[config.mk]
export PLATFORM = sky130hd
export DESIGN_NAME = rs485_frame_receiver_core
export DESIGN_NICKNAME = d
export VERILOG_FILES = /design/src/rtl/rs485fr_pkg.sv /design/src/rtl/rs485fr_parser.sv /design/src/rtl/rs485fr_stats.sv /design/src/rtl/rs485_frame_receiver_core.sv
export VERILOG_INCLUDE_DIRS = /design/src /design/src/rtl
export SDC_FILE = /design/constraint.sdc
export NUM_CORES = 1
export LEC_CHECK = 0
export BUFFER_PORTS_ARGS = -buffer_cell sky130_fd_sc_hd__buf_2
export CORE_MARGIN = 3
export CORE_UTILIZATION = 45
export CTS_CLUSTER_DIAMETER = 30
export DETAILED_ROUTE_END_ITERATION = 10
export GPL_TIMING_DRIVEN = 0
export PLACE_DENSITY = 0.63
export RECOVER_POWER = 100
export SYNTH_ARGS = -nofsm -noshare
export SYNTH_HDL_FRONTEND = slang
export SYNTH_SLANG_ARGS = --single-unit
[constraint.sdc]
create_clock -name clk -period 8.84 [get_ports clk]
set_input_delay 0.884 -clock clk [delete_from_list [all_inputs] [get_ports clk]]
set_output_delay 0.884 -clock clk [all_outputs]
set_load 0.03 [all_outputs]
[src/rtl/assert_macros.svh]
// ---------------------------------------------------------------------------
// Assertion macros
// Clocked property checks that are compiled out when SYNTHESIS is defined.
// ---------------------------------------------------------------------------
`ifndef ASSERT_MACROS_SVH
`define ASSERT_MACROS_SVH

`ifndef SYNTHESIS

// Property must hold at every rising edge outside reset.
`define RS_ASSERT(lbl, clk_sig, rst_sig, prop) \
  lbl: assert property (@(posedge clk_sig) disable iff (rst_sig) (prop)) \
    else $error("assertion failed");

// Expression must never be true at a rising edge outside reset.
`define RS_ASSERT_NEVER(lbl, clk_sig, rst_sig, expr) \
  lbl: assert property (@(posedge clk_sig) disable iff (rst_sig) !(expr)) \
    else $error("forbidden condition seen");

`else

`define RS_ASSERT(lbl, clk_sig, rst_sig, prop)
`define RS_ASSERT_NEVER(lbl, clk_sig, rst_sig, expr)

`endif

`endif

[src/rtl/rs485fr_pkg.sv]
// ---------------------------------------------------------------------------
// rs485fr_pkg
// Shared types, codes and constants of the RS-485 frame receiver.
// ---------------------------------------------------------------------------
`default_nettype none

package rs485fr_pkg;

  localparam int CounterWidth   = 32;
  localparam int MaxFrameLength = 64;
  localparam int NumCounters    = 10;

  // Statistic counter slots.
  localparam int CNT_TO_ME          = 0;
  localparam int CNT_GOOD_TO_ME     = 1;
  localparam int CNT_TO_OTHERS      = 2;
  localparam int CNT_BROADCAST      = 3;
  localparam int CNT_GOOD_TO_OTHERS = 4;
  localparam int CNT_TIMEOUT        = 5;
  localparam int CNT_FUNC_NOT_SUPP  = 6;
  localparam int CNT_WAIT_START     = 7;
  localparam int CNT_WAIT_STOP      = 8;
  localparam int CNT_BAD_CHECK      = 9;

  localparam logic [7:0] CHECK_SEED = 8'hFF;

  // Request commands.
  typedef enum logic [1:0] {
    CMD_BYTE  = 2'd0,
    CMD_FLUSH = 2'd1,
    CMD_READ  = 2'd2,
    CMD_CLEAR = 2'd3
  } cmd_t;

  // Configuration register indexes.
  typedef enum logic [2:0] {
    REG_START_CODE   = 3'd0,
    REG_STOP_CODE    = 3'd1,
    REG_OWN_ADDRESS  = 3'd2,
    REG_BCAST_ADDR   = 3'd3,
    REG_WRITE_ALL    = 3'd4,
    REG_FRAME_LENGTH = 3'd5
  } reg_idx_t;

  // Result event codes.
  typedef enum logic [3:0] {
    EV_NONE       = 4'd0,
    EV_SKIPPED    = 4'd1,
    EV_OWN_ADDR   = 4'd2,
    EV_BROADCAST  = 4'd3,
    EV_OTHER_ADDR = 4'd4,
    EV_BAD_FUNC   = 4'd5,
    EV_BAD_CHECK  = 4'd6,
    EV_NO_STOP    = 4'd7,
    EV_GOOD_OWN   = 4'd8,
    EV_GOOD_OTHER = 4'd9,
    EV_FLUSHED    = 4'd10
  } ev_t;

  // Parser states, one-hot.
  typedef enum logic [5:0] {
    ST_START = 6'b000001,
    ST_ADDR  = 6'b000010,
    ST_FUNC  = 6'b000100,
    ST_DATA  = 6'b001000,
    ST_CHECK = 6'b010000,
    ST_STOP  = 6'b100000
  } pstate_t;

  // Reported state numbers.
  localparam logic [2:0] SN_START = 3'd0;
  localparam logic [2:0] SN_ADDR  = 3'd1;
  localparam logic [2:0] SN_FUNC  = 3'd2;
  localparam logic [2:0] SN_DATA  = 3'd3;
  localparam logic [2:0] SN_CHECK = 3'd4;
  localparam logic [2:0] SN_STOP  = 3'd5;

  // Live configuration.
  typedef struct packed {
    logic [7:0] start_code;
    logic [7:0] stop_code;
    logic [7:0] own_address;
    logic [7:0] broadcast_address;
    logic [7:0] write_all_code;
    logic [6:0] frame_length;
  } cfg_t;

  // Parser result for one request, plus counter increments.
  typedef struct packed {
    ev_t                    code;
    logic                   reply;
    logic [2:0]             prior;
    logic [NumCounters-1:0] bump;
  } evt_t;

  // Encode a one-hot parser state as its reported number.
  function automatic logic [2:0] state_num(input pstate_t st);
    logic [2:0] num;
    case (st)
      ST_ADDR:  num = SN_ADDR;
      ST_FUNC:  num = SN_FUNC;
      ST_DATA:  num = SN_DATA;
      ST_CHECK: num = SN_CHECK;
      ST_STOP:  num = SN_STOP;
      default:  num = SN_START;
    endcase
    return num;
  endfunction

endpackage

`default_nettype wire

[src/rtl/rs485fr_parser.sv]
// ---------------------------------------------------------------------------
// rs485fr_parser
// Frame parser state machine with running XOR check and byte count.
// ---------------------------------------------------------------------------
`default_nettype none
`include "assert_macros.svh"

module rs485fr_parser
  import rs485fr_pkg::*;
(
  input  wire logic       clk,
  input  wire logic       rst,
  input  wire logic       en,
  input  wire cmd_t       cmd,
  input  wire logic [7:0] rx_byte,
  input  wire cfg_t       cfg,
  output evt_t            evt
);

  pstate_t    state, state_next;
  logic [6:0] byte_count, byte_count_next;
  logic [7:0] check, check_next;
  logic       to_me, to_me_next;
  logic [6:0] len;
  logic       data_done;

  // Effective frame length, saturated to the largest supported frame.
  assign len = (cfg.frame_length > 7'(MaxFrameLength)) ? 7'(MaxFrameLength)
                                                       : cfg.frame_length;
  // Data phase ends once stored bytes reach length minus three.
  assign data_done = ({1'b0, byte_count} + 8'd3) >= {1'b0, len};

  // Next-state and event logic.
  always_comb begin
    state_next      = state;
    byte_count_next = byte_count;
    check_next      = check;
    to_me_next      = to_me;
    evt             = '0;
    evt.code        = EV_NONE;
    if (en) begin
      case (cmd)
        CMD_FLUSH: begin
          evt.prior             = state_num(state);
          evt.bump[CNT_TIMEOUT] = 1'b1;
          evt.code              = EV_FLUSHED;
          state_next            = ST_START;
          byte_count_next       = '0;
          check_next            = CHECK_SEED;
        end
        CMD_BYTE: begin
          case (state)
            ST_ADDR: begin
              if (rx_byte == cfg.own_address) begin
                evt.bump[CNT_TO_ME] = 1'b1;
                evt.code            = EV_OWN_ADDR;
                to_me_next          = 1'b1;
              end else begin
                if (rx_byte == cfg.broadcast_address) begin
                  evt.bump[CNT_BROADCAST] = 1'b1;
                  evt.code                = EV_BROADCAST;
                end else begin
                  evt.bump[CNT_TO_OTHERS] = 1'b1;
                  evt.code                = EV_OTHER_ADDR;
                end
                to_me_next = 1'b0;
              end
              state_next = ST_FUNC;
            end
            ST_FUNC: begin
              if (rx_byte == cfg.write_all_code) begin
                state_next = ST_DATA;
              end else begin
                evt.bump[CNT_FUNC_NOT_SUPP] = 1'b1;
                evt.code                    = EV_BAD_FUNC;
                state_next                  = ST_START;
              end
            end
            ST_DATA: begin
              if (data_done) begin
                state_next = ST_CHECK;
              end
            end
            ST_CHECK: begin
              if (rx_byte == check) begin
                state_next = ST_STOP;
              end else begin
                evt.bump[CNT_BAD_CHECK] = 1'b1;
                evt.code                = EV_BAD_CHECK;
                state_next              = ST_START;
              end
            end
            ST_STOP: begin
              if (rx_byte == cfg.stop_code) begin
                if (to_me) begin
                  evt.bump[CNT_GOOD_TO_ME] = 1'b1;
                  evt.reply                = 1'b1;
                  evt.code                 = EV_GOOD_OWN;
                end else begin
                  evt.bump[CNT_GOOD_TO_OTHERS] = 1'b1;
                  evt.code                     = EV_GOOD_OTHER;
                end
              end else begin
                evt.bump[CNT_WAIT_STOP] = 1'b1;
                evt.code                = EV_NO_STOP;
              end
              state_next = ST_START;
            end
            default: begin
              if (rx_byte == cfg.start_code) begin
                state_next = ST_ADDR;
              end else begin
                evt.bump[CNT_WAIT_START] = 1'b1;
                evt.code                 = EV_SKIPPED;
                state_next               = ST_START;
              end
            end
          endcase
          // A byte that keeps the frame open joins the check and the count;
          // a byte that ends or rejects the frame restarts both.
          if (state_next != ST_START) begin
            check_next = check ^ rx_byte;
            if (byte_count != 7'h7F) begin
              byte_count_next = byte_count + 7'd1;
            end
          end else begin
            byte_count_next = '0;
            check_next      = CHECK_SEED;
          end
        end
        default: begin
          // Counter read and clear leave the parser untouched.
        end
      endcase
    end
  end

  // Parser registers.
  always_ff @(posedge clk) begin
    if (rst) begin
      state      <= ST_START;
      byte_count <= '0;
      check      <= CHECK_SEED;
      to_me      <= 1'b0;
    end else begin
      state      <= state_next;
      byte_count <= byte_count_next;
      check      <= check_next;
      to_me      <= to_me_next;
    end
  end

  // A reply is only granted at the stop byte of a frame addressed to us.
  `RS_ASSERT(a_reply_own, clk, rst, evt.reply |-> (to_me && state == ST_STOP))
  // While waiting for a start byte, count and check sit at their seeds.
  `RS_ASSERT(a_idle_seed, clk, rst,
    (state == ST_START) |-> (byte_count == 7'd0 && check == CHECK_SEED))
  // A flush always returns the parser to waiting for start.
  `RS_ASSERT(a_flush_restart, clk, rst, (en && cmd == CMD_FLUSH) |=> (state == ST_START))
  // Every event that counts something bumps exactly one counter.
  `RS_ASSERT_NEVER(a_one_bump, clk, rst,
    (evt.code != EV_NONE) && !$onehot(evt.bump))

endmodule

`default_nettype wire

[src/rtl/rs485fr_stats.sv]
// ---------------------------------------------------------------------------
// rs485fr_stats
// Ten wrapping statistic counters with clear and indexed read.
// ---------------------------------------------------------------------------
`default_nettype none

module rs485fr_stats
  import rs485fr_pkg::*;
(
  input  wire logic                    clk,
  input  wire logic                    rst,
  input  wire logic                    en,
  input  wire cmd_t                    cmd,
  input  wire logic [3:0]              counter_index,
  input  wire logic [NumCounters-1:0]  bump,
  output logic [CounterWidth-1:0]      counter_value
);

  logic [CounterWidth-1:0] counters [NumCounters];

  // Per-counter increment or global clear.
  always_ff @(posedge clk) begin
    if (rst) begin
      for (int i = 0; i < NumCounters; i++) begin
        counters[i] <= '0;
      end
    end else if (en && cmd == CMD_CLEAR) begin
      for (int i = 0; i < NumCounters; i++) begin
        counters[i] <= '0;
      end
    end else if (en) begin
      for (int i = 0; i < NumCounters; i++) begin
        if (bump[i]) begin
          counters[i] <= counters[i] + CounterWidth'(1);
        end
      end
    end
  end

  // Read port: out-of-range indexes and other commands give zero.
  always_comb begin
    counter_value = '0;
    if (cmd == CMD_READ && counter_index < 4'(NumCounters)) begin
      counter_value = counters[counter_index];
    end
  end

endmodule

`default_nettype wire

[src/rtl/rs485_frame_receiver_core.sv]
// ---------------------------------------------------------------------------
// rs485_frame_receiver_core
// RS-485 frame receiver: byte parser, statistics and stream handshakes.
// ---------------------------------------------------------------------------
// Each request (a line byte, a timeout flush, a counter read or a counter
// clear) gives exactly one result. Requests are taken one per clock while
// the result side does not stall: a request is captured in the input
// register, handled by the parser and the counters once the result
// register can take it, and lands in the result register at that clock
// edge. The single parser stage sets that rate; a stalled result register
// holds one result while one more request waits in the input register.
// Configuration writes take effect at once and must be made while idle; the block does not enforce it.
`default_nettype none

module rs485_frame_receiver_core
  import rs485fr_pkg::*;
(
  input  wire logic        clk,
  input  wire logic        rst,
  // Configuration write port.
  input  wire logic        cfg_we,
  input  wire logic [2:0]  cfg_index,
  input  wire logic [7:0]  cfg_wdata,
  // Request stream.
  input  wire logic        s_axis_tvalid,
  output logic             s_axis_tready,
  input  wire logic [15:0] s_axis_tdata,   // rx_byte[7:0], counter_index[11:8], zero
  input  wire logic [1:0]  s_axis_tuser,   // cmd[1:0]
  // Result stream.
  output logic             m_axis_tvalid,
  input  wire logic        m_axis_tready,
  output logic [39:0]      m_axis_tdata    // event_res[3:0], reply_request[4],
                                           // prior_state[7:5], counter_value[39:8]
);

  cfg_t                    cfg;
  logic                    in_valid;
  cmd_t                    in_cmd;
  logic [7:0]              in_byte;
  logic [3:0]              in_index;
  logic                    advance;
  evt_t                    evt;
  logic [CounterWidth-1:0] cval;
  logic                    out_valid;
  logic [39:0]             out_data;

  // Configuration registers.
  always_ff @(posedge clk) begin
    if (rst) begin
      cfg.start_code        <= 8'd126;
      cfg.stop_code         <= 8'd127;
      cfg.own_address       <= 8'd1;
      cfg.broadcast_address <= 8'd255;
      cfg.write_all_code    <= 8'd1;
      cfg.frame_length      <= 7'd12;
    end else if (cfg_we) begin
      case (cfg_index)
        REG_START_CODE:   cfg.start_code        <= cfg_wdata;
        REG_STOP_CODE:    cfg.stop_code         <= cfg_wdata;
        REG_OWN_ADDRESS:  cfg.own_address       <= cfg_wdata;
        REG_BCAST_ADDR:   cfg.broadcast_address <= cfg_wdata;
        REG_WRITE_ALL:    cfg.write_all_code    <= cfg_wdata;
        REG_FRAME_LENGTH: cfg.frame_length      <= cfg_wdata[6:0];
        default: begin
        end
      endcase
    end
  end

  // The held request is processed when the result register can take it.
  assign advance       = in_valid && (!out_valid || m_axis_tready);
  assign s_axis_tready = !in_valid || advance;

  // Input register.
  always_ff @(posedge clk) begin
    if (rst) begin
      in_valid <= 1'b0;
    end else if (s_axis_tready) begin
      in_valid <= s_axis_tvalid;
    end
  end

  always_ff @(posedge clk) begin
    if (s_axis_tvalid && s_axis_tready) begin
      in_cmd   <= cmd_t'(s_axis_tuser);
      in_byte  <= s_axis_tdata[7:0];
      in_index <= s_axis_tdata[11:8];
    end
  end

  rs485fr_parser u_parser (
    .clk     (clk),
    .rst     (rst),
    .en      (advance),
    .cmd     (in_cmd),
    .rx_byte (in_byte),
    .cfg     (cfg),
    .evt     (evt)
  );

  rs485fr_stats u_stats (
    .clk           (clk),
    .rst           (rst),
    .en            (advance),
    .cmd           (in_cmd),
    .counter_index (in_index),
    .bump          (evt.bump),
    .counter_value (cval)
  );

  // Result register.
  always_ff @(posedge clk) begin
    if (rst) begin
      out_valid <= 1'b0;
    end else if (advance) begin
      out_valid <= 1'b1;
    end else if (m_axis_tready) begin
      out_valid <= 1'b0;
    end
  end

  always_ff @(posedge clk) begin
    if (advance) begin
      out_data <= {cval, evt.prior, evt.reply, evt.code};
    end
  end

  assign m_axis_tvalid = out_valid;
  assign m_axis_tdata  = out_data;

endmodule

`default_nettype wire

======== Word level (Yosys, flattened, before mapping) ========
Memory sizes are Yosys's and may differ from the RTL's. A register that Yosys moved wholly into a read port is not among the register bits.
Index checks and enable logic that the tools add are counted.
word-level totals
  word-level logic and storage cells ...... 227
  memory bits (writable) .................. 320
  memories kept ........................... 1
  bits in registers ....................... 93
  input bits .............................. 34
cells by class
  order comparisons ....................... 3
  bitwise gates (word level) .............. 21
  reduce and logical (&&, ||, !) cells .... 25
  equal/unequal tests ..................... 22
  multiplexer cells ....................... 125
  add/sub/neg operators ................... 12
memories
  name              words  bits a word  rd ports  clocked after Yosys merged registers in  wr ports  RTL line             RTL
  u_stats.counters  10     32           11        1                                        10        rs485fr_stats.sv:19  logic [CounterWidth-1:0] counters [NumCounters];
operators with widths
  operator                                                          count
  32-bit two-way mux                                                20
  32-bit by 1-bit adder with 32-bit output (second input constant)  10
  1-bit two-way mux                                                 78
  8-bit equality test                                               6
  6-bit one-hot mux with 5 select lines                             1
  6-bit two-way mux                                                 4
  7-bit two-way mux                                                 3
  1-bit OR                                                          20
  4-bit one-hot mux with 5 select lines                             1
  2-bit AND reduction                                               9
  8-bit one-hot mux with 2 select lines                             1
  3-bit one-hot mux with 5 select lines                             1
  7-bit one-hot mux with 2 select lines                             1
  3-bit two-way mux                                                 4
  4-bit two-way mux                                                 3
  6-bit one-hot mux with 2 select lines                             1
  10-bit two-way mux                                                1
  7-bit by 2-bit adder with 8-bit output (second input constant)    1
  8-bit by 7-bit greater-or-equal comparator with 1-bit output      1
  8-bit two-way mux                                                 1
  4-bit one-hot mux with 2 select lines                             1
  8-bit bitwise XOR                                                 1
  7-bit by 1-bit adder with 7-bit output (second input constant)    1
  7-bit > comparator (second input constant)                        1
  other kinds (24)                                                  37

======== Depth between registers and ports, before layout ========
  depth after elaboration ................. 12
  depth in mapped cells ................... 10
  gate-level depth less buffers ........... 9

======== Cells and area by module ========
Synthesis repeated with hierarchy kept, for this count alone.
unflattened totals
  cell total of the unflattened synthesis .. 2368
  area, all modules ....................... 25448.2 um2
modules (own cells, without submodules)
  module                     instances  cells each  area an instance (um2)
  rs485fr_stats              1          1857        19702.6
  rs485_frame_receiver_core  1          242         3578.4
  rs485fr_parser             1          269         2167.1

======== Least setup slack after synthesis ========
Ideal clock, no wire load.
  kind .................................... input-to-reg
  start ................................... input m_axis_tready
  end ..................................... memory u_stats.counters[3][0] (enable)
  data required time ...................... 8450 ps
  setup time .............................. 390 ps
  setup slack ............................. 5195 ps
  arrival time ............................ 3256 ps
  path buffers ............................ 2
  stages on the path ...................... 8
  cells stage by stage .................... nor2b_1 > nor2b_1 > buf_2 > nand2_1 > nor2_1 > nand2_1 > clkbuf_1 > nand2_1
RTL lines
  item                RTL line                         RTL
  start: declaration  rs485_frame_receiver_core.sv:31  input wire logic m_axis_tready,
  end: declaration    rs485fr_stats.sv:19

==> metrics.yaml <==
outcome:
  status: "complete, but fails checks"
  violations: "max-capacitance violations, max-slew violations"
die:
  dieArea_sq_um: 58460
  die-height_um: 241.8
  core_area_sq_um: 54450
  io-pin-count: 76
  dieWidth_um: 241.8
  rows: 85
  initial_core_util_pct: 45.94
worst_setup_path:
  rrSetupSlack_ns: 2.67
  path_cells: "nor2b_1, nor2b_1, clkbuf_1, nand2_1, nor2_1, nand2_1, clkbuf_1, nand2_1"
  path_buf_inv: 2
  cpMostUsedCell: "nand2_1"
  cpMaxStageDelayCell: "clkbuf_1"
  slowest_delay_ns: 2.11
  r2r-end: "u_stats.counters[3][25]"
  worstPathRequired_ns: 9.07
  r2r_start: "m_axis_tvalid"
  path_max_fanout: 48
  crit_type: "reg -> reg"
  crit_path_end_kind: "register"
  crit_arrival_ns: 6.40
  critPathLaunchType: "register"
  cp-startpoint: "m_axis_tvalid"
  r2r.worst_path.cells: 8
  path_delay_family: "simple AND/OR/NAND/NOR gates"
layout:
  fin_util_pct: 54.85
  nets: 2589
  drive_gt1_share_pct: 11.85
  syn_to_final_growth_pct: 19.38
  antenna_cells: 0
global_route:
  antenna_found_initial: 2
  grt_pass1_vias: 18386
  grt_overflow: 0
  grt_pass1_wl_um: 106000
  grt_max_degree: 49
  grt.total_usage_pct: 22.97
clock_network:
  tritoncts: "yes"
  htree_levels: 3
  cts_buffer_depth: 3
  post_cts_buffers: 0
  path_clk_slew_ns: 0.05
  cts-resized-gates: 0
  cts_hold_buf: 0
  clk_latency_ns: 0.66
  cts_buffers: 107
  clock-sinks: 445
  clock_tree.root_cell: "clkbuf_16"
power:
  power_density_nw_per_um2: 226.4
  sequentialPowerShare_pct: 36.8
  p_int_mw: 5.132
  vdd_drop_max_v: 0.0002012
  p_clk_share_pct: 57.6
  switching_share_pct: 24.12
  p_switching_mw: 1.631
  total_power_mw: 6.763
  p_comb_share_pct: 5.6
  p_leak_nw: 10.15
yosys:
  synth_top_area_cell: "edfxtp_1"
  synth_top_cell_area_share_pct: 44.89
  synth-main-ff-cell: "edfxtp_1"
  syn-instance-count: 2354
  synth.distinct_cells: 64
  synth_area_leaders: "edfxtp_1, xor2_1, nor2_1"
  synth_area_sq_um: 25020
  ys_ff_latch: 445
  syn_nets: 2407
  synth_edf_count: 374
  synthArstFlopShare_pct: 0
  yosys_warnings: 0
  yosysSeqAreaShare_pct: 50.57
  synth.avg_cell_area_sq_um: 10.63
timing:
  clock_skew_ns: 0.03041
  finalHoldViolCount: 0
  max_slew_margin_pct: -102.2
  tightestPinTransition_ns: 3.034
  fmax_mhz: 162.1
  slew_viol_final: 92
  fin_tns_setup_ns: 0
  final.min_clock_period_ns: 6.170
  rsz0062_at_grt: "no"
  min_period_over_period_pct: 69.80
  setup-violations-final: 0
placement:
  gp_congestion: 0.9327
  place.detailed.hpwl_um: 48580
  io_buffers: 71
run:
  maxCapViolations: 3
routing:
  wire_per_inst_um: 20.25
  routed_wl_um: 68110
  drc: 0
  via_per_inst: 5.694
  first_pass_iters: 7
  vias: 19154
  drtIter0Drc: 1755
  antenna_left: 0
worst_hold_path:
  hold_end: "in_byte[7]"
  hold_start: "s_axis_tdata[7]"
  whs_path_depth: 1
  hold_class: "in -> reg"
==> cell type report <==
cell class / count / area [sq um]
Clock inverter: 72 / 865.8
Inverter: 38 / 142.6
Multi-Input combinational cell: 1756 / 11710
Sequential cell: 445 / 12650
Clock buffer: 126 / 2759
Timing Repair Buffer: 73 / 329.1
Tap cell: 739 / 924.6
Fill cell: 4744 / 24590
Buffer: 115 / 481.7
==> registers in the layout (all words and copies together), names as in the netlist <==
register,count
u_stats.counters,320
cfg,47
m_axis_tdata,40
in_byte,8
u_parser.check,8
u_parser.byte_count,7
u_parser.state,6
in_index,4
in_cmd,2
in_valid,1
m_axis_tvalid,1
u_parser.to_me,1
==> power by group through the flow <==
| stage | logic (mW) | registers [mW] | clock network, mW |
|---|---|---|---|
| finish | 0.378 | 2.49 | 3.90 |
| global route | 0.405 | 2.50 | 4.06 |
| CTS | 0.380 | 2.48 | 3.94 |
| detailed placement | 0.377 | 2.52 | 0 |
| global placement | 0.369 | 2.51 | 0 |
| floorplan | 0.241 | 2.50 | 0 |
==> metal layers <==
metal,GRT usage (%),up-vias,share of wire [%]
met5,0,-,0
met4,10.33,0,4.5
met3,4.088,156,6.9
met2,35.14,721,44
met1,32.06,9368,44
li1,-,8909,-
==> stage by stage <==
| stage | setup WS, ns | instances | instance area, sq um | hold WS, ns |
|---|---|---|---|---|
| 2_1_floorplan | 5.195 | 2354 | 25020 | 0.4481 |
| 3_3_place_gp | 3.719 | 3164 | 26300 | 0.4558 |
| 3_5_place_dp | 3.533 | 3165 | 26330 | 0.4584 |
| 4_1_cts | 4.088 | 3363 | 29960 | 0.3634 |
| 5_1_grt | 2.153 | 3364 | 29870 | 0.3590 |
| 6_report | 2.670 | 3364 | 29870 | 0.4003 |
==> synthesized netlist by cell type, types with 41 or more instances <==
cell type and instances:
nor2_1 397, edfxtp_1 374, nand2_1 227, xor2_1 189, xnor2_1 144, nand3_1 113, clkbuf_1 82, dfxtp_1 71
a211oi_1 67, nand4_1 65, mux4_2 64, and3_1 62, a21oi_1 53, nor2b_1 41
==> worst register-to-register path, stage by stage, from the launching register on <==
cell and delay (ns):
dfxtp_1 0.31, nor2b_1 0.16, nor2b_1 0.11, clkbuf_1 2.11, nand2_1 0.74, nor2_1 0.64
nand2_1 0.25, clkbuf_1 0.30, nand2_1 1.12
==> how the worst max path moves through the flow <==
stage                     cells after the start                       to  slack [ns]
after floorplan                               8   u_stats.counters[3][0]        5.19
after global placement                        9  u_stats.counters[2][28]        3.72
after detailed placement                      9  u_stats.counters[2][22]        3.53
after CTS                                     8  u_stats.counters[2][21]        4.09
after global routing                          8  u_stats.counters[3][25]        2.15
final                                         8  u_stats.counters[3][25]        2.67
==> cells by family (layout without fill, tap and decap cells) <==
logic type	after synthesis	in the layout	share of synthesized area [%]
adders and majority gates	19	19	0.9502
buffers and inverters	153	424	2.606
and+or+nand+nor	1101	1101	21.58
DFF	445	445	50.57
AOI/OAI and AO/OA	199	199	5.271
muxes	104	104	7.362
xor gates and xnor gates	333	333	11.66
==> layout by cell type (no fill, tap or decap), types with 19 or more instances in the layout <==
cell type and count:
nor2b_1 41, ha_1 19, nor2_1 397, nand2_1 226, nand3_1 113, o21ai_0 36, nor3_1 33, nand3b_1 25
buf_2 40, nand4_1 65, mux4_2 64, inv_1 38, a211oi_1 68, or3_1 24, clkbuf_1 158, a21oi_1 53
mux2i_1 40, clkbuf_16 107, xnor2_1 144, dfxtp_1 71, xor2_1 189, and4_1 35, and3_1 62, edfxtp_1 374
No activity file was read; power rests on OpenSTA's default activity.
